### config.mk
export PLATFORM = sky130hd
export DESIGN_NAME = scheduled_led_fade_engine_flat
export DESIGN_NICKNAME = d
export VERILOG_FILES = /design/src/rtl/core/sfe_pkg.sv /design/src/rtl/core/sfe_ifs.sv /design/src/rtl/core/sfe_div.sv /design/src/rtl/core/sfe_datapath.sv /design/src/rtl/core/sfe_ctrl.sv /design/src/rtl/core/scheduled_led_fade_engine.sv /design/src/flat_wrapper.sv
export SDC_FILE = /design/constraint.sdc
export NUM_CORES = 2
export LEC_CHECK = 0
export ABC_AREA = 1
export BUFFER_PORTS_ARGS = -buffer_cell sky130_fd_sc_hd__buf_4
export CORE_MARGIN = 2
export CORE_UTILIZATION = 35
export CTS_CLUSTER_SIZE = 14
export DETAILED_ROUTE_END_ITERATION = 12
export PLACE_DENSITY = 0.55
export SLEW_MARGIN = 20
export SYNTH_ARGS = -nofsm -noshare
export SYNTH_HDL_FRONTEND = slang
export SYNTH_SLANG_ARGS = --single-unit
export TNS_END_PERCENT = 30
### constraint.sdc
create_clock -name clk_i -period 6.4 [get_ports clk_i]
set_clock_uncertainty 0.15 [all_clocks]
set_input_delay 0 -clock clk_i [delete_from_list [all_inputs] [get_ports clk_i]]
set_output_delay 0 -clock clk_i [all_outputs]
set_load 0.05 [all_outputs]
### src/rtl/core/sfe_pkg.sv
// Package of the LED fade engine: sizes, codes, and shared structures.
package sfe_pkg;

  localparam int CHANNELS   = 5;
  localparam int POINTS     = 16;
  localparam int CH_IW      = (CHANNELS > 1) ? $clog2(CHANNELS) : 1;
  localparam int PT_IW      = (POINTS > 1) ? $clog2(POINTS) : 1;
  localparam int MEM_DEPTH  = POINTS * CHANNELS;
  localparam int MEM_AW     = (MEM_DEPTH > 1) ? $clog2(MEM_DEPTH) : 1;

  localparam int MIN_PER_HOUR = 60;
  localparam int DUTY_FULL    = 255;
  // Reciprocal of DUTY_FULL scaled by two to the RECIP_SHIFT, rounded up.
  localparam int RECIP_SHIFT  = 23;
  localparam int RECIP_255    = ((1 << RECIP_SHIFT) + DUTY_FULL - 1) / DUTY_FULL;

  localparam logic [15:0] MAX_PWM_RESET    = 16'd5000;
  localparam logic [7:0]  FADE_STEPS_RESET = 8'd50;

  // Operation codes of the input item.
  localparam logic [2:0] OP_TICK    = 3'd0;
  localparam logic [2:0] OP_TIME    = 3'd1;
  localparam logic [2:0] OP_SET     = 3'd2;
  localparam logic [2:0] OP_PT_TIME = 3'd3;
  localparam logic [2:0] OP_PT_DUTY = 3'd4;

  // Configuration register indexes.
  localparam int CFG_IW = 1;
  localparam logic [CFG_IW-1:0] CFG_MAX_PWM    = 1'd0;
  localparam logic [CFG_IW-1:0] CFG_FADE_STEPS = 1'd1;

  typedef struct packed {
    logic       en;
    logic [4:0] hour;
    logic [5:0] minute;
  } pt_time_t;

  // Commands from the controller to the datapath.
  typedef struct packed {
    logic             cap;
    logic             set_duty;
    logic             wr_time;
    logic             wr_pdut;
    logic             ld_rd;
    logic             ld_wr;
    logic             arm;
    logic             clr_left;
    logic             step;
    logic             div_ld;
    logic             tick_end;
    logic             out_ld;
    logic [PT_IW-1:0] pt;
    logic [CH_IW-1:0] ch;
    logic             last;
  } sfe_cmd_t;

  // Status from the datapath to the controller.
  typedef struct packed {
    logic [2:0] op;
    logic       sec_zero;
    logic       armed;
    logic       has_steps;
    logic       steps_one;
    logic       match;
    logic       div_done;
    logic       out_busy;
  } sfe_stat_t;

endpackage

### src/rtl/core/sfe_ifs.sv
// Channel interfaces of the LED fade engine: input items, results, configuration.
interface sfe_in_if;
  logic       valid;
  logic       ready;
  logic [2:0] op;
  logic [4:0] clock_hour;
  logic [5:0] clock_minute;
  logic [5:0] now_second;
  logic [2:0] channel;
  logic [7:0] duty;
  logic [3:0] point_index;
  logic       point_enabled;
  modport source (output valid, op, clock_hour, clock_minute, now_second, channel, duty,
                  point_index, point_enabled, input ready);
  modport sink (input valid, op, clock_hour, clock_minute, now_second, channel, duty,
                point_index, point_enabled, output ready);
endinterface

interface sfe_out_if;
  logic        valid;
  logic        ready;
  logic [2:0]  out_channel;
  logic [15:0] pwm_duty;
  logic        last_channel;
  logic        fade_done;
  modport source (output valid, out_channel, pwm_duty, last_channel, fade_done,
                  input ready);
  modport sink (input valid, out_channel, pwm_duty, last_channel, fade_done,
                output ready);
endinterface

interface sfe_cfg_if;
  logic                       valid;
  logic                       ready;
  logic [sfe_pkg::CFG_IW-1:0] index;
  logic [15:0]                data;
  modport source (output valid, index, data, input ready);
  modport sink (input valid, index, data, output ready);
endinterface

### src/rtl/core/sfe_div.sv
// Restoring divider of an 8-bit magnitude by a 9-bit divisor, one bit per cycle.
module sfe_div (
  input  logic       clk_i,
  input  logic       rst_ni,
  input  logic       start_i,
  input  logic [7:0] num_i,
  input  logic [8:0] den_i,
  output logic       done_o,
  output logic [7:0] quo_o,
  output logic       rem_nz_o
);

  logic [8:0] rem_q, rem_d;
  logic [7:0] quo_q;
  logic [8:0] den_q;
  logic [3:0] cnt_q;
  logic       busy_q, done_q;
  logic [9:0] trial;
  logic       ge;

  // One quotient bit: shift in the next dividend bit and try to subtract.
  always_comb begin
    trial = {rem_q, quo_q[7]};
    ge    = (trial >= {1'b0, den_q});
    rem_d = ge ? 9'(trial - {1'b0, den_q}) : trial[8:0];
  end

  always_ff @(posedge clk_i or negedge rst_ni) begin
    if (!rst_ni) begin
      busy_q <= 1'b0;
      done_q <= 1'b0;
      cnt_q  <= 4'd0;
    end else begin
      done_q <= 1'b0;
      if (start_i) begin
        busy_q <= 1'b1;
        cnt_q  <= 4'd8;
      end else if (busy_q) begin
        cnt_q <= cnt_q - 4'd1;
        if (cnt_q == 4'd1) begin
          busy_q <= 1'b0;
          done_q <= 1'b1;
        end
      end
    end
  end

  // Operand registers need no reset.
  always_ff @(posedge clk_i) begin
    if (start_i) begin
      rem_q <= 9'd0;
      quo_q <= num_i;
      den_q <= den_i;
    end else if (busy_q) begin
      rem_q <= rem_d;
      quo_q <= {quo_q[6:0], ge};
    end
  end

  assign done_o   = done_q;
  assign quo_o    = quo_q;
  assign rem_nz_o = (rem_q != 9'd0);

endmodule

### src/rtl/core/sfe_datapath.sv
// Datapath of the LED fade engine: channel state, schedule stores, divider, PWM scaling.
module sfe_datapath (
  input  logic               clk_i,
  input  logic               rst_ni,
  sfe_in_if.sink             in_if,
  sfe_out_if.source          out_if,
  sfe_cfg_if.sink            cfg_if,
  input  sfe_pkg::sfe_cmd_t  cmd_i,
  output sfe_pkg::sfe_stat_t stat_o
);

  // Captured input item.
  logic [2:0] op_q;
  logic [4:0] hour_q;
  logic [5:0] minute_q, second_q;
  logic [2:0] chan_q;
  logic [7:0] duty_q;
  logic [3:0] pidx_q;
  logic       pen_q;

  logic [15:0] max_pwm_q;
  logic [7:0]  fade_steps_q;

  logic [7:0] cur_q   [sfe_pkg::CHANNELS];
  logic [7:0] tgt_q   [sfe_pkg::CHANNELS];
  logic [7:0] steps_q [sfe_pkg::CHANNELS];
  logic       armed_q, left_q, done_q, neg_q;

  sfe_pkg::pt_time_t pt_time_q [sfe_pkg::POINTS];
  logic [7:0] duty_mem [sfe_pkg::MEM_DEPTH];
  logic [7:0] rdata_q;

  logic [23:0] prod_q;
  logic [16:0] est_q;
  logic [15:0] pwm_q;

  logic        out_valid_q;
  logic [2:0]  out_chan_q;
  logic [15:0] out_pwm_q;
  logic        out_last_q, out_done_q;

  logic                      ch_ok, pt_ok;
  logic [sfe_pkg::CH_IW-1:0] in_ch;
  logic [sfe_pkg::PT_IW-1:0] in_pt;
  logic [sfe_pkg::MEM_AW-1:0] wr_addr, rd_addr;
  logic [10:0] now_min, pt_min;
  logic [7:0]  cur_k, tgt_k;
  logic [8:0]  diff;
  logic [7:0]  mag;
  logic        div_done, rem_nz;
  logic [7:0]  quo;
  logic [7:0]  div_cur;
  logic        any_diff;
  logic        left_nx;
  logic [39:0] est_full;
  logic [24:0] est_x255;

  // Input decoding and addressing.
  always_comb begin
    in_ch   = sfe_pkg::CH_IW'(chan_q);
    in_pt   = sfe_pkg::PT_IW'(pidx_q);
    ch_ok   = ({1'b0, chan_q} < 4'(sfe_pkg::CHANNELS));
    pt_ok   = ({3'b0, pidx_q} < 7'(sfe_pkg::POINTS));
    wr_addr = sfe_pkg::MEM_AW'(sfe_pkg::MEM_AW'(in_pt) * sfe_pkg::MEM_AW'(sfe_pkg::CHANNELS)
              + sfe_pkg::MEM_AW'(in_ch));
    rd_addr = sfe_pkg::MEM_AW'(sfe_pkg::MEM_AW'(cmd_i.pt)
              * sfe_pkg::MEM_AW'(sfe_pkg::CHANNELS) + sfe_pkg::MEM_AW'(cmd_i.ch));
    now_min = 11'(hour_q) * 11'(sfe_pkg::MIN_PER_HOUR) + 11'(minute_q);
    pt_min  = 11'(pt_time_q[cmd_i.pt].hour) * 11'(sfe_pkg::MIN_PER_HOUR)
              + 11'(pt_time_q[cmd_i.pt].minute);
  end

  // Step toward the target: signed difference split into sign and magnitude.
  always_comb begin
    cur_k = cur_q[cmd_i.ch];
    tgt_k = tgt_q[cmd_i.ch];
    diff  = {1'b0, tgt_k} - {1'b0, cur_k};
    mag   = diff[8] ? 8'(-diff) : diff[7:0];
    // Floor division rounds a negative quotient down when a remainder is left.
    div_cur = neg_q ? 8'(cur_k - quo - {7'd0, rem_nz}) : 8'(cur_k + quo);
  end

  sfe_div u_div (
    .clk_i   (clk_i),
    .rst_ni  (rst_ni),
    .start_i (cmd_i.step && (steps_q[cmd_i.ch] > 8'd1)),
    .num_i   (mag),
    .den_i   ({1'b0, steps_q[cmd_i.ch]}),
    .done_o  (div_done),
    .quo_o   (quo),
    .rem_nz_o(rem_nz)
  );

  always_comb begin
    any_diff = 1'b0;
    for (int k = 0; k < sfe_pkg::CHANNELS; k++) begin
      if (cur_q[k] != tgt_q[k]) any_diff = 1'b1;
    end
  end

  // Steps-left flag including the channel being stepped in this cycle.
  always_comb begin
    if (cmd_i.step && (steps_q[cmd_i.ch] != 8'd0)) begin
      left_nx = (steps_q[cmd_i.ch] != 8'd1);
    end else begin
      left_nx = left_q;
    end
  end

  // Item capture and the point duty memory.
  always_ff @(posedge clk_i) begin
    if (cmd_i.cap) begin
      op_q     <= in_if.op;
      hour_q   <= in_if.clock_hour;
      minute_q <= in_if.clock_minute;
      second_q <= in_if.now_second;
      chan_q   <= in_if.channel;
      duty_q   <= in_if.duty;
      pidx_q   <= in_if.point_index;
      pen_q    <= in_if.point_enabled;
    end
    if (cmd_i.wr_pdut && ch_ok && pt_ok) duty_mem[wr_addr] <= duty_q;
    if (cmd_i.ld_rd) rdata_q <= duty_mem[rd_addr];
    if (cmd_i.step) neg_q <= diff[8];
  end

  // Configuration, channel and schedule state.
  always_ff @(posedge clk_i or negedge rst_ni) begin
    if (!rst_ni) begin
      max_pwm_q    <= sfe_pkg::MAX_PWM_RESET;
      fade_steps_q <= sfe_pkg::FADE_STEPS_RESET;
      armed_q      <= 1'b0;
      left_q       <= 1'b0;
      done_q       <= 1'b0;
      for (int k = 0; k < sfe_pkg::CHANNELS; k++) begin
        cur_q[k]   <= 8'd0;
        tgt_q[k]   <= 8'd0;
        steps_q[k] <= 8'd0;
      end
      for (int j = 0; j < sfe_pkg::POINTS; j++) begin
        pt_time_q[j] <= '0;
      end
    end else begin
      if (cfg_if.valid) begin
        case (cfg_if.index)
          sfe_pkg::CFG_MAX_PWM:    max_pwm_q    <= cfg_if.data;
          sfe_pkg::CFG_FADE_STEPS: fade_steps_q <= cfg_if.data[7:0];
          default: ;
        endcase
      end
      if (cmd_i.set_duty && ch_ok) begin
        tgt_q[in_ch]   <= duty_q;
        steps_q[in_ch] <= (duty_q != cur_q[in_ch]) ? fade_steps_q : 8'd1;
      end
      if (cmd_i.wr_time && pt_ok) begin
        pt_time_q[in_pt] <= '{en: pen_q, hour: hour_q, minute: minute_q};
      end
      if (cmd_i.ld_wr) begin
        tgt_q[cmd_i.ch]   <= rdata_q;
        steps_q[cmd_i.ch] <= fade_steps_q;
      end
      if (cmd_i.arm && any_diff) armed_q <= 1'b1;
      if (cmd_i.clr_left) left_q <= 1'b0;
      if (cmd_i.step && (steps_q[cmd_i.ch] != 8'd0)) begin
        steps_q[cmd_i.ch] <= steps_q[cmd_i.ch] - 8'd1;
        if (steps_q[cmd_i.ch] == 8'd1) begin
          cur_q[cmd_i.ch] <= tgt_k;
          left_q          <= 1'b0;
        end else begin
          left_q <= 1'b1;
        end
      end
      if (cmd_i.div_ld) cur_q[cmd_i.ch] <= div_cur;
      if (cmd_i.tick_end) begin
        done_q <= !left_nx;
        if (!left_nx) armed_q <= 1'b0;
      end
    end
  end

  // PWM scaling: product, reciprocal estimate, then a one-step correction.
  always_comb begin
    est_full = 40'(prod_q) * 40'(sfe_pkg::RECIP_255);
    est_x255 = {est_q, 8'd0} - 25'(est_q);
  end

  always_ff @(posedge clk_i) begin
    prod_q <= 24'(cur_q[cmd_i.ch]) * 24'(max_pwm_q);
    est_q  <= 17'(est_full >> sfe_pkg::RECIP_SHIFT);
    pwm_q  <= (est_x255 > 25'(prod_q)) ? 16'(est_q - 17'd1) : est_q[15:0];
  end

  // Output register.
  always_ff @(posedge clk_i or negedge rst_ni) begin
    if (!rst_ni) begin
      out_valid_q <= 1'b0;
    end else if (cmd_i.out_ld) begin
      out_valid_q <= 1'b1;
    end else if (out_if.ready) begin
      out_valid_q <= 1'b0;
    end
  end

  always_ff @(posedge clk_i) begin
    if (cmd_i.out_ld) begin
      out_chan_q <= 3'(cmd_i.ch);
      out_pwm_q  <= pwm_q;
      out_last_q <= cmd_i.last;
      out_done_q <= cmd_i.last && done_q;
    end
  end

  assign out_if.valid        = out_valid_q;
  assign out_if.out_channel  = out_chan_q;
  assign out_if.pwm_duty     = out_pwm_q;
  assign out_if.last_channel = out_last_q;
  assign out_if.fade_done    = out_done_q;
  assign cfg_if.ready        = 1'b1;

  always_comb begin
    stat_o.op        = op_q;
    stat_o.sec_zero  = (second_q == 6'd0);
    stat_o.armed     = armed_q;
    stat_o.has_steps = (steps_q[cmd_i.ch] != 8'd0);
    stat_o.steps_one = (steps_q[cmd_i.ch] == 8'd1);
    stat_o.match     = pt_time_q[cmd_i.pt].en && (pt_min == now_min);
    stat_o.div_done  = div_done;
    stat_o.out_busy  = out_valid_q && !out_if.ready;
  end

endmodule

### src/rtl/core/sfe_ctrl.sv
// Controller of the LED fade engine: sequences each item over channels and points.
module sfe_ctrl (
  input  logic               clk_i,
  input  logic               rst_ni,
  input  logic               in_valid_i,
  output logic               in_ready_o,
  input  sfe_pkg::sfe_stat_t stat_i,
  output sfe_pkg::sfe_cmd_t  cmd_o
);

  typedef enum logic [3:0] {
    S_IDLE, S_DISP, S_SCAN, S_LDRD, S_LDWR, S_ARM, S_STEP, S_DIV, S_WAIT, S_OUT
  } state_e;

  localparam logic [sfe_pkg::CH_IW-1:0] CH_LAST = sfe_pkg::CH_IW'(sfe_pkg::CHANNELS - 1);
  localparam logic [sfe_pkg::PT_IW-1:0] PT_LAST = sfe_pkg::PT_IW'(sfe_pkg::POINTS - 1);

  state_e                    state_q;
  logic [sfe_pkg::CH_IW-1:0] k_q;
  logic [sfe_pkg::PT_IW-1:0] j_q;
  logic [1:0]                wait_q;

  assign in_ready_o = (state_q == S_IDLE);

  // Commands follow from the state and the datapath status.
  always_comb begin
    cmd_o          = '0;
    cmd_o.pt       = j_q;
    cmd_o.ch       = k_q;
    cmd_o.last     = (k_q == CH_LAST);
    cmd_o.cap      = in_valid_i && (state_q == S_IDLE);
    case (state_q)
      S_DISP: begin
        cmd_o.set_duty = (stat_i.op == sfe_pkg::OP_SET);
        cmd_o.wr_time  = (stat_i.op == sfe_pkg::OP_PT_TIME);
        cmd_o.wr_pdut  = (stat_i.op == sfe_pkg::OP_PT_DUTY);
        cmd_o.clr_left = (stat_i.op == sfe_pkg::OP_TICK);
      end
      S_LDRD: cmd_o.ld_rd = 1'b1;
      S_LDWR: cmd_o.ld_wr = 1'b1;
      S_ARM:  cmd_o.arm   = 1'b1;
      S_STEP: begin
        cmd_o.step     = 1'b1;
        cmd_o.tick_end = (k_q == CH_LAST) && !(stat_i.has_steps && !stat_i.steps_one);
      end
      S_DIV: begin
        cmd_o.div_ld   = stat_i.div_done;
        cmd_o.tick_end = stat_i.div_done && (k_q == CH_LAST);
      end
      S_OUT:  cmd_o.out_ld = !stat_i.out_busy;
      default: ;
    endcase
  end

  // State and counters.
  always_ff @(posedge clk_i or negedge rst_ni) begin
    if (!rst_ni) begin
      state_q <= S_IDLE;
      k_q     <= '0;
      j_q     <= '0;
      wait_q  <= '0;
    end else begin
      case (state_q)
        S_IDLE: begin
          if (in_valid_i) state_q <= S_DISP;
        end
        S_DISP: begin
          k_q <= '0;
          j_q <= '0;
          case (stat_i.op)
            sfe_pkg::OP_TICK: state_q <= stat_i.armed ? S_STEP : S_IDLE;
            sfe_pkg::OP_TIME: state_q <= stat_i.sec_zero ? S_SCAN : S_ARM;
            default:          state_q <= S_IDLE;
          endcase
        end
        S_SCAN: begin
          if (stat_i.match) begin
            k_q     <= '0;
            state_q <= S_LDRD;
          end else if (j_q == PT_LAST) begin
            state_q <= S_ARM;
          end else begin
            j_q <= j_q + 1'b1;
          end
        end
        S_LDRD: state_q <= S_LDWR;
        S_LDWR: begin
          if (k_q != CH_LAST) begin
            k_q     <= k_q + 1'b1;
            state_q <= S_LDRD;
          end else if (j_q == PT_LAST) begin
            state_q <= S_ARM;
          end else begin
            j_q     <= j_q + 1'b1;
            state_q <= S_SCAN;
          end
        end
        S_ARM: state_q <= S_IDLE;
        S_STEP: begin
          if (stat_i.has_steps && !stat_i.steps_one) begin
            state_q <= S_DIV;
          end else if (k_q == CH_LAST) begin
            k_q     <= '0;
            wait_q  <= '0;
            state_q <= S_WAIT;
          end else begin
            k_q <= k_q + 1'b1;
          end
        end
        S_DIV: begin
          if (stat_i.div_done) begin
            if (k_q == CH_LAST) begin
              k_q     <= '0;
              wait_q  <= '0;
              state_q <= S_WAIT;
            end else begin
              k_q     <= k_q + 1'b1;
              state_q <= S_STEP;
            end
          end
        end
        // The scaling pipeline is three registers deep.
        S_WAIT: begin
          wait_q <= wait_q + 2'd1;
          if (wait_q == 2'd2) state_q <= S_OUT;
        end
        S_OUT: begin
          if (!stat_i.out_busy) begin
            if (k_q == CH_LAST) begin
              state_q <= S_IDLE;
            end else begin
              k_q     <= k_q + 1'b1;
              wait_q  <= '0;
              state_q <= S_WAIT;
            end
          end
        end
        default: state_q <= S_IDLE;
      endcase
    end
  end

endmodule

### src/rtl/core/scheduled_led_fade_engine.sv
// Top level of the scheduled LED fade engine.
//
//   channel   direction  carries
//   in_if     sink       op, time fields, channel, duty, point fields
//   out_if    source     out_channel, pwm_duty, last_channel, fade_done
//   cfg_if    sink       index, data (0 max_pwm, 1 fade_steps)
//
// Set-duty and point writes finish in dispatch; a time event at second zero
// scans every point and loads all channels for each matching point, else only arms.
// An active fade tick steps every channel, running the serial divider for each one
// with more than one step left, then passes each result through the scaling pipeline.
// A result waits in the output register; a stalled sink holds the next result back.
// Reset clears all channel state and schedule times; it needs no clearing pass.
module scheduled_led_fade_engine (
  input  logic      clk_i,
  input  logic      rst_ni,
  sfe_in_if.sink    in_if,
  sfe_out_if.source out_if,
  sfe_cfg_if.sink   cfg_if
);

  sfe_pkg::sfe_cmd_t  cmd;
  sfe_pkg::sfe_stat_t stat;

  sfe_ctrl u_ctrl (
    .clk_i      (clk_i),
    .rst_ni     (rst_ni),
    .in_valid_i (in_if.valid),
    .in_ready_o (in_if.ready),
    .stat_i     (stat),
    .cmd_o      (cmd)
  );

  sfe_datapath u_dp (
    .clk_i  (clk_i),
    .rst_ni (rst_ni),
    .in_if  (in_if),
    .out_if (out_if),
    .cfg_if (cfg_if),
    .cmd_i  (cmd),
    .stat_o (stat)
  );

endmodule

### src/flat_wrapper.sv
// flat-port wrapper written by rule: the top's interface ports become plain ports
module scheduled_led_fade_engine_flat 
  (clk_i, rst_ni, in_if_valid, in_if_op, in_if_clock_hour, in_if_clock_minute, in_if_now_second, in_if_channel, in_if_duty, in_if_point_index, in_if_point_enabled, in_if_ready, out_if_valid, out_if_out_channel, out_if_pwm_duty, out_if_last_channel, out_if_fade_done, out_if_ready, cfg_if_valid, cfg_if_index, cfg_if_data, cfg_if_ready);
  sfe_in_if in_if_i ();
  sfe_out_if out_if_i ();
  sfe_cfg_if cfg_if_i ();
  input  logic clk_i;
  input  logic rst_ni;
  input wire logic [$bits(in_if_i.valid)-1:0] in_if_valid;
  input wire logic [$bits(in_if_i.op)-1:0] in_if_op;
  input wire logic [$bits(in_if_i.clock_hour)-1:0] in_if_clock_hour;
  input wire logic [$bits(in_if_i.clock_minute)-1:0] in_if_clock_minute;
  input wire logic [$bits(in_if_i.now_second)-1:0] in_if_now_second;
  input wire logic [$bits(in_if_i.channel)-1:0] in_if_channel;
  input wire logic [$bits(in_if_i.duty)-1:0] in_if_duty;
  input wire logic [$bits(in_if_i.point_index)-1:0] in_if_point_index;
  input wire logic [$bits(in_if_i.point_enabled)-1:0] in_if_point_enabled;
  output wire logic [$bits(in_if_i.ready)-1:0] in_if_ready;
  output wire logic [$bits(out_if_i.valid)-1:0] out_if_valid;
  output wire logic [$bits(out_if_i.out_channel)-1:0] out_if_out_channel;
  output wire logic [$bits(out_if_i.pwm_duty)-1:0] out_if_pwm_duty;
  output wire logic [$bits(out_if_i.last_channel)-1:0] out_if_last_channel;
  output wire logic [$bits(out_if_i.fade_done)-1:0] out_if_fade_done;
  input wire logic [$bits(out_if_i.ready)-1:0] out_if_ready;
  input wire logic [$bits(cfg_if_i.valid)-1:0] cfg_if_valid;
  input wire logic [$bits(cfg_if_i.index)-1:0] cfg_if_index;
  input wire logic [$bits(cfg_if_i.data)-1:0] cfg_if_data;
  output wire logic [$bits(cfg_if_i.ready)-1:0] cfg_if_ready;
  assign in_if_i.valid = in_if_valid;
  assign in_if_i.op = in_if_op;
  assign in_if_i.clock_hour = in_if_clock_hour;
  assign in_if_i.clock_minute = in_if_clock_minute;
  assign in_if_i.now_second = in_if_now_second;
  assign in_if_i.channel = in_if_channel;
  assign in_if_i.duty = in_if_duty;
  assign in_if_i.point_index = in_if_point_index;
  assign in_if_i.point_enabled = in_if_point_enabled;
  assign in_if_ready = in_if_i.ready;
  assign out_if_valid = out_if_i.valid;
  assign out_if_out_channel = out_if_i.out_channel;
  assign out_if_pwm_duty = out_if_i.pwm_duty;
  assign out_if_last_channel = out_if_i.last_channel;
  assign out_if_fade_done = out_if_i.fade_done;
  assign out_if_i.ready = out_if_ready;
  assign cfg_if_i.valid = cfg_if_valid;
  assign cfg_if_i.index = cfg_if_index;
  assign cfg_if_i.data = cfg_if_data;
  assign cfg_if_ready = cfg_if_i.ready;
  scheduled_led_fade_engine u_core (.clk_i(clk_i), .rst_ni(rst_ni), .in_if(in_if_i), .out_if(out_if_i), .cfg_if(cfg_if_i));
endmodule
==> impl_summary.md <==
Outcome
The flow ran to the end, and the final reports show no timing, DRC or antenna violations.

STA
The shortest clock period the worst path allows after layout is 5.965 ns. The number of pins with negative max-slew slack in the final report is 0. Hold is met by 0.2029 ns.

The number of setup violations in the final report is 0. The setup TNS after final layout is 0 ns. The transition time of the tightest slew-check pin is 1.242 ns. The period utilization is 93.21%. Setup repair after global routing left no endpoint under its margin. Timing would allow up to 167.6 MHz. The worst slew margin relative to its limit is 16.94%. The number of hold violations in the final report came to 0.

Routing
Before antenna repair, the detailed router went through 6 iterations. Dividing the detail-routed wire length by the instance count gives 21.29 um. Once detail routing completed, the nets flagged for antenna violations numbered 0. For this block, the routed nets add up to 181100 um of wire. The via count is 45230. In the routed design, unresolved DRC markers number 0. The count of routing violations after the opening detailed-route iteration is 4320. Dividing the detail-routed via count by the number of cells gives 5.316.

Die
The die is 415.4 um tall. After floorplanning, the core was divided into 150 placement rows. The die area is 172600 um^2.

After floorplanning, the core was sized to cover 167600 um^2. For this configuration, the core starts out at a cell density of 35.35%. The count of boundary I/O pins is 82.

Measured along the x axis, the die boundary spans 415.4 um.

GRT
Global routing finished with a remaining overflow of 0. The via count of the first global-routing pass is 43880. The first global-routing pass estimated 275100 um of wire. The global-route total usage across every layer is 20.67%.

Entering global routing, the biggest net connects 214 pins. The number of antenna violations at the first check in global routing is 2.

Hold path
The number of instances on the worst hold path is 5. For hold timing, the worst endpoint is u_core.u_dp.fade_steps_q[4]$_DFFE_PN1P_. In this run the most critical hold path is launched from cfg_if_index. The class of the tightest hold or removal check is input port to register.

Worst setup path
The worst endpoint required time is 6.89 ns. The class of the most critical setup path is register to register. Measured in cells, the most critical reg-to-reg path has a length of 24. The worst flop-to-flop path endpoint is u_core.u_dp.prod_q[20]$_DFF_P_.

The worst setup path is captured at a register. The maximum fanout along the worst path is 13. In this run the critical register-to-register path is launched from u_core.u_ctrl.k_q[1]$_DFFE_PN0P_.

The arrival time of data at the critical path endpoint is 6.45 ns. The element type at the critical path start is a register. For flop-to-flop paths, the worst setup slack is 0.43 ns.

Finish
The share of post-route cells with drive strength above 1 is 7.204%. Relative to the synthesized area, the layout overhead comes to 14.89%. The sequential cell area is 32000 um^2. The net count of the finished layout is 6640.

Fill cells in the final layout number 16290. In the final layout, the multi-input gates occupy 24140 um^2.

Yosys
The cell area that synthesis handed to floorplanning was 59240 um^2. The netlist uses 67 different library cells. Counting every net in the synthesized netlist gives 6495.

For this run, the leading register cell type out of synthesis is sky130_fd_sc_hd__edfxtp_1. In this run, synthesis inferred 722 flip-flops with an integrated enable. The mean instance size in the synthesized netlist is 9.793 um^2. For this run, the number of Yosys warnings is 0. Counting flops and latches in the post-synthesis netlist gives 1147.

Counting flops with an async set or reset pin after synthesis yields a share of 31.30%. For this run, the register share of the synthesized area comes to 54.01%. In the synthesized netlist, the number of instances is 6049.

Placed design
The HPWL after detailed placement is 118200 um. In this run the tool buffered the top-level ports with 80 buffer cells. The final estimated routing congestion in global placement is 0.9865.

Clocking
Clock-pin slew was measured on the worst setup and hold paths at 0.06 ns. CTS saw 1147 sinks. The cell sitting at the root of the clock tree is a sky130_fd_sc_hd__clkbuf_16. The maximum count of clock buffers along a single path is 3.

TritonCTS built the clock tree. The number of buffers created by CTS is 134. The clock latency reported for the late side of the worst-skew pair is 0.78 ns. The maximum level of the CTS H-tree is 4.

Power and ir drop
The overall power after layout is 33580 uW. The total power divided by cell area is 493.3 nW/um^2. For this design the static power due to leakage is 0.02767 uW.

The worst-case IR drop observed on VDD is 0.8821 mV.

Flow run
The max-cap violation count is 0.
-- routing by layer --
layer / vias up / track usage, % / wire length, um
met3: 314 / 3.305 / 10690
met5: - / 0 / 0
li1: 21350 / - / -
met4: 0 / 7.782 / 6793
met2: 1480 / 33.81 / 85400
met1: 22080 / 27.55 / 78220
-- cell families after synthesis --
family                     Yosys count  synth area share (%)
and+or+nand+nor                   1981                 13.71
AOI/OAI and AO/OA                 1550                 15.06
DFF                               1147                 54.01
buffers and inverters              834                 5.396
adders and majority gates          388                 9.627
xor gates and xnor gates           147                 2.173
other                                1              0.006330
muxes                                1               0.01690
-- per-stage QoR --
step | instances | cell area, um^2 | worst slack, ns | util [%]
floorplan | 6049 | 59240 | 0.4491 | -
global placement | 8140 | 62360 | 0.4585 | 37.21
detailed placement | 8140 | 62360 | 0.4157 | 37.21
CTS | 8501 | 67990 | 0.3477 | 40.57
global route | 8507 | 68060 | 0.01136 | 40.61
finish | 8507 | 68060 | 0.4348 | 40.61
-- timing repair --
action	CTS	global route
setup endpoints to repair	0	3
hold endpoints to repair	402	0
setup buffers	0	2
hold buffers	117	0
resized for setup	0	3
-- worst max path at each step --
stage | start | to | slack (ns) | cells past startpoint
finish | u_core.u_ctrl.k_q[1]$_DFFE_PN0P_ | u_core.u_dp.prod_q[20]$_DFF_P_ | 0.43 | 24
global route | u_core.u_ctrl.k_q[1]$_DFFE_PN0P_ | u_core.u_dp.prod_q[20]$_DFF_P_ | 0.01 | 22
CTS | u_core.u_ctrl.k_q[1]$_DFFE_PN0P_ | u_core.u_dp.prod_q[23]$_DFF_P_ | 0.35 | 26
detailed placement | u_core.u_ctrl.k_q[1]$_DFFE_PN0P_ | u_core.u_dp.prod_q[23]$_DFF_P_ | 0.42 | 26
global placement | u_core.u_ctrl.k_q[1]$_DFFE_PN0P_ | u_core.u_dp.prod_q[22]$_DFF_P_ | 0.46 | 23
floorplan | u_core.u_ctrl.k_q[1]$_DFFE_PN0P_ | u_core.u_dp.prod_q[20]$_DFF_P_ | 0.45 | 25
-- placed cells by master, fill, tap and decap left out, types with 30 or more instances in the layout --
cell / netlist / final
sky130_fd_sc_hd__ha_1: 275 / 273
sky130_fd_sc_hd__dlygate4sd3_1: 0 / 116
sky130_fd_sc_hd__nand3_1: 201 / 199
sky130_fd_sc_hd__inv_1: 524 / 521
sky130_fd_sc_hd__nand4_1: 42 / 42
sky130_fd_sc_hd__o211ai_1: 76 / 76
sky130_fd_sc_hd__dfrtp_1: 351 / 348
sky130_fd_sc_hd__nand2_1: 833 / 833
sky130_fd_sc_hd__nor3_1: 32 / 30
sky130_fd_sc_hd__clkbuf_16: 0 / 142
sky130_fd_sc_hd__xnor2_1: 48 / 46
sky130_fd_sc_hd__o22ai_1: 104 / 104
sky130_fd_sc_hd__edfxtp_1: 722 / 722
sky130_fd_sc_hd__o21ai_0: 876 / 875
sky130_fd_sc_hd__o221ai_1: 141 / 141
sky130_fd_sc_hd__a21oi_1: 232 / 231
sky130_fd_sc_hd__nor2_1: 797 / 796
sky130_fd_sc_hd__xor2_1: 99 / 99
sky130_fd_sc_hd__dfxtp_1: 66 / 66
sky130_fd_sc_hd__buf_4: 6 / 166
sky130_fd_sc_hd__clkbuf_1: 254 / 33
sky130_fd_sc_hd__fa_1: 113 / 112
-- cell usage after synthesis, drive strengths merged (42+ instances only) --
master,count,area share [%]
o211ai,76,0.96
o21ai,895,7.6
o22ai,105,1.1
dfxtp,66,2.2
o221ai,141,2.1
nor2,802,5.1
edfxtp,722,37
inv,539,3.4
xnor2,48,0.71
nand4,42,0.44
a21oi,233,2.0
nand2,845,5.4
dfrtp,351,15
clkbuf,254,1.6
fa,113,3.8
nand3,203,1.7
xor2,99,1.5
ha,275,5.8
-- cell type report --
class	instances	area share, %
Sequential cell	1147	47.02
Antenna cell	1	0.003677
Clock buffer	184	5.585
Tap cell	2204	4.052
Multi-Input combinational cell	4069	35.46
Clock inverter	60	0.9376
Inverter	547	3.033
Timing Repair Buffer	295	3.903
-- state kept, by name, indices dropped and copies added, names as in the netlist, 8 cells and up --
| name | count |
|---|---|
| u_core.u_dp.duty_mem | 640 |
| u_core.u_dp.max_pwm_q | 16 |
| u_core.u_dp.u_div.quo_o | 8 |
| u_core.u_dp.duty_q | 8 |
| u_core.u_dp.pt_time_q | 192 |
| u_core.u_dp.pwm_q | 16 |
| u_core.u_dp.fade_steps_q | 8 |
| u_core.u_dp.u_div.rem_q | 9 |
| u_core.u_dp.est_q | 17 |
| u_core.u_dp.steps_q | 40 |
| u_core.u_dp.cur_q | 40 |
| u_core.u_dp.out_if.pwm_duty | 16 |
| u_core.u_dp.u_div.den_q | 8 |
| u_core.u_dp.rdata_q | 8 |
| u_core.u_dp.tgt_q | 40 |
| u_core.u_dp.prod_q | 24 |
-- critical path, stage by stage (launching register included) --
cell                       delay (ns)
sky130_fd_sc_hd__dfrtp_1         0.49
sky130_fd_sc_hd__inv_2           0.16
sky130_fd_sc_hd__nor3_4          0.39
sky130_fd_sc_hd__inv_2           0.07
sky130_fd_sc_hd__o221ai_1        0.20
sky130_fd_sc_hd__nor2_2          0.15
sky130_fd_sc_hd__inv_1           0.08
sky130_fd_sc_hd__buf_4           0.19
sky130_fd_sc_hd__nand2_1         0.09
sky130_fd_sc_hd__fa_1            0.45
sky130_fd_sc_hd__fa_1            0.50
sky130_fd_sc_hd__inv_1           0.05
sky130_fd_sc_hd__fa_1            0.47
sky130_fd_sc_hd__inv_1           0.05
sky130_fd_sc_hd__fa_1            0.47
sky130_fd_sc_hd__inv_1           0.04
sky130_fd_sc_hd__ha_1            0.33
sky130_fd_sc_hd__inv_1           0.05
sky130_fd_sc_hd__o21bai_1        0.21
sky130_fd_sc_hd__a31oi_1         0.16
sky130_fd_sc_hd__o21ai_0         0.28
sky130_fd_sc_hd__a21boi_0        0.22
sky130_fd_sc_hd__o21ai_0         0.30
sky130_fd_sc_hd__a21oi_1         0.12
sky130_fd_sc_hd__xor2_1          0.15
-- power breakdown --
| group | switching (uW) | internal, uW |
|---|---|---|
| Clock | 3230 | 4490 |
| Combinational | 10700 | 5430 |
| Sequential | 681 | 9060 |
| Total | 14600 | 19000 |
(Power assumes the default switching activity.)
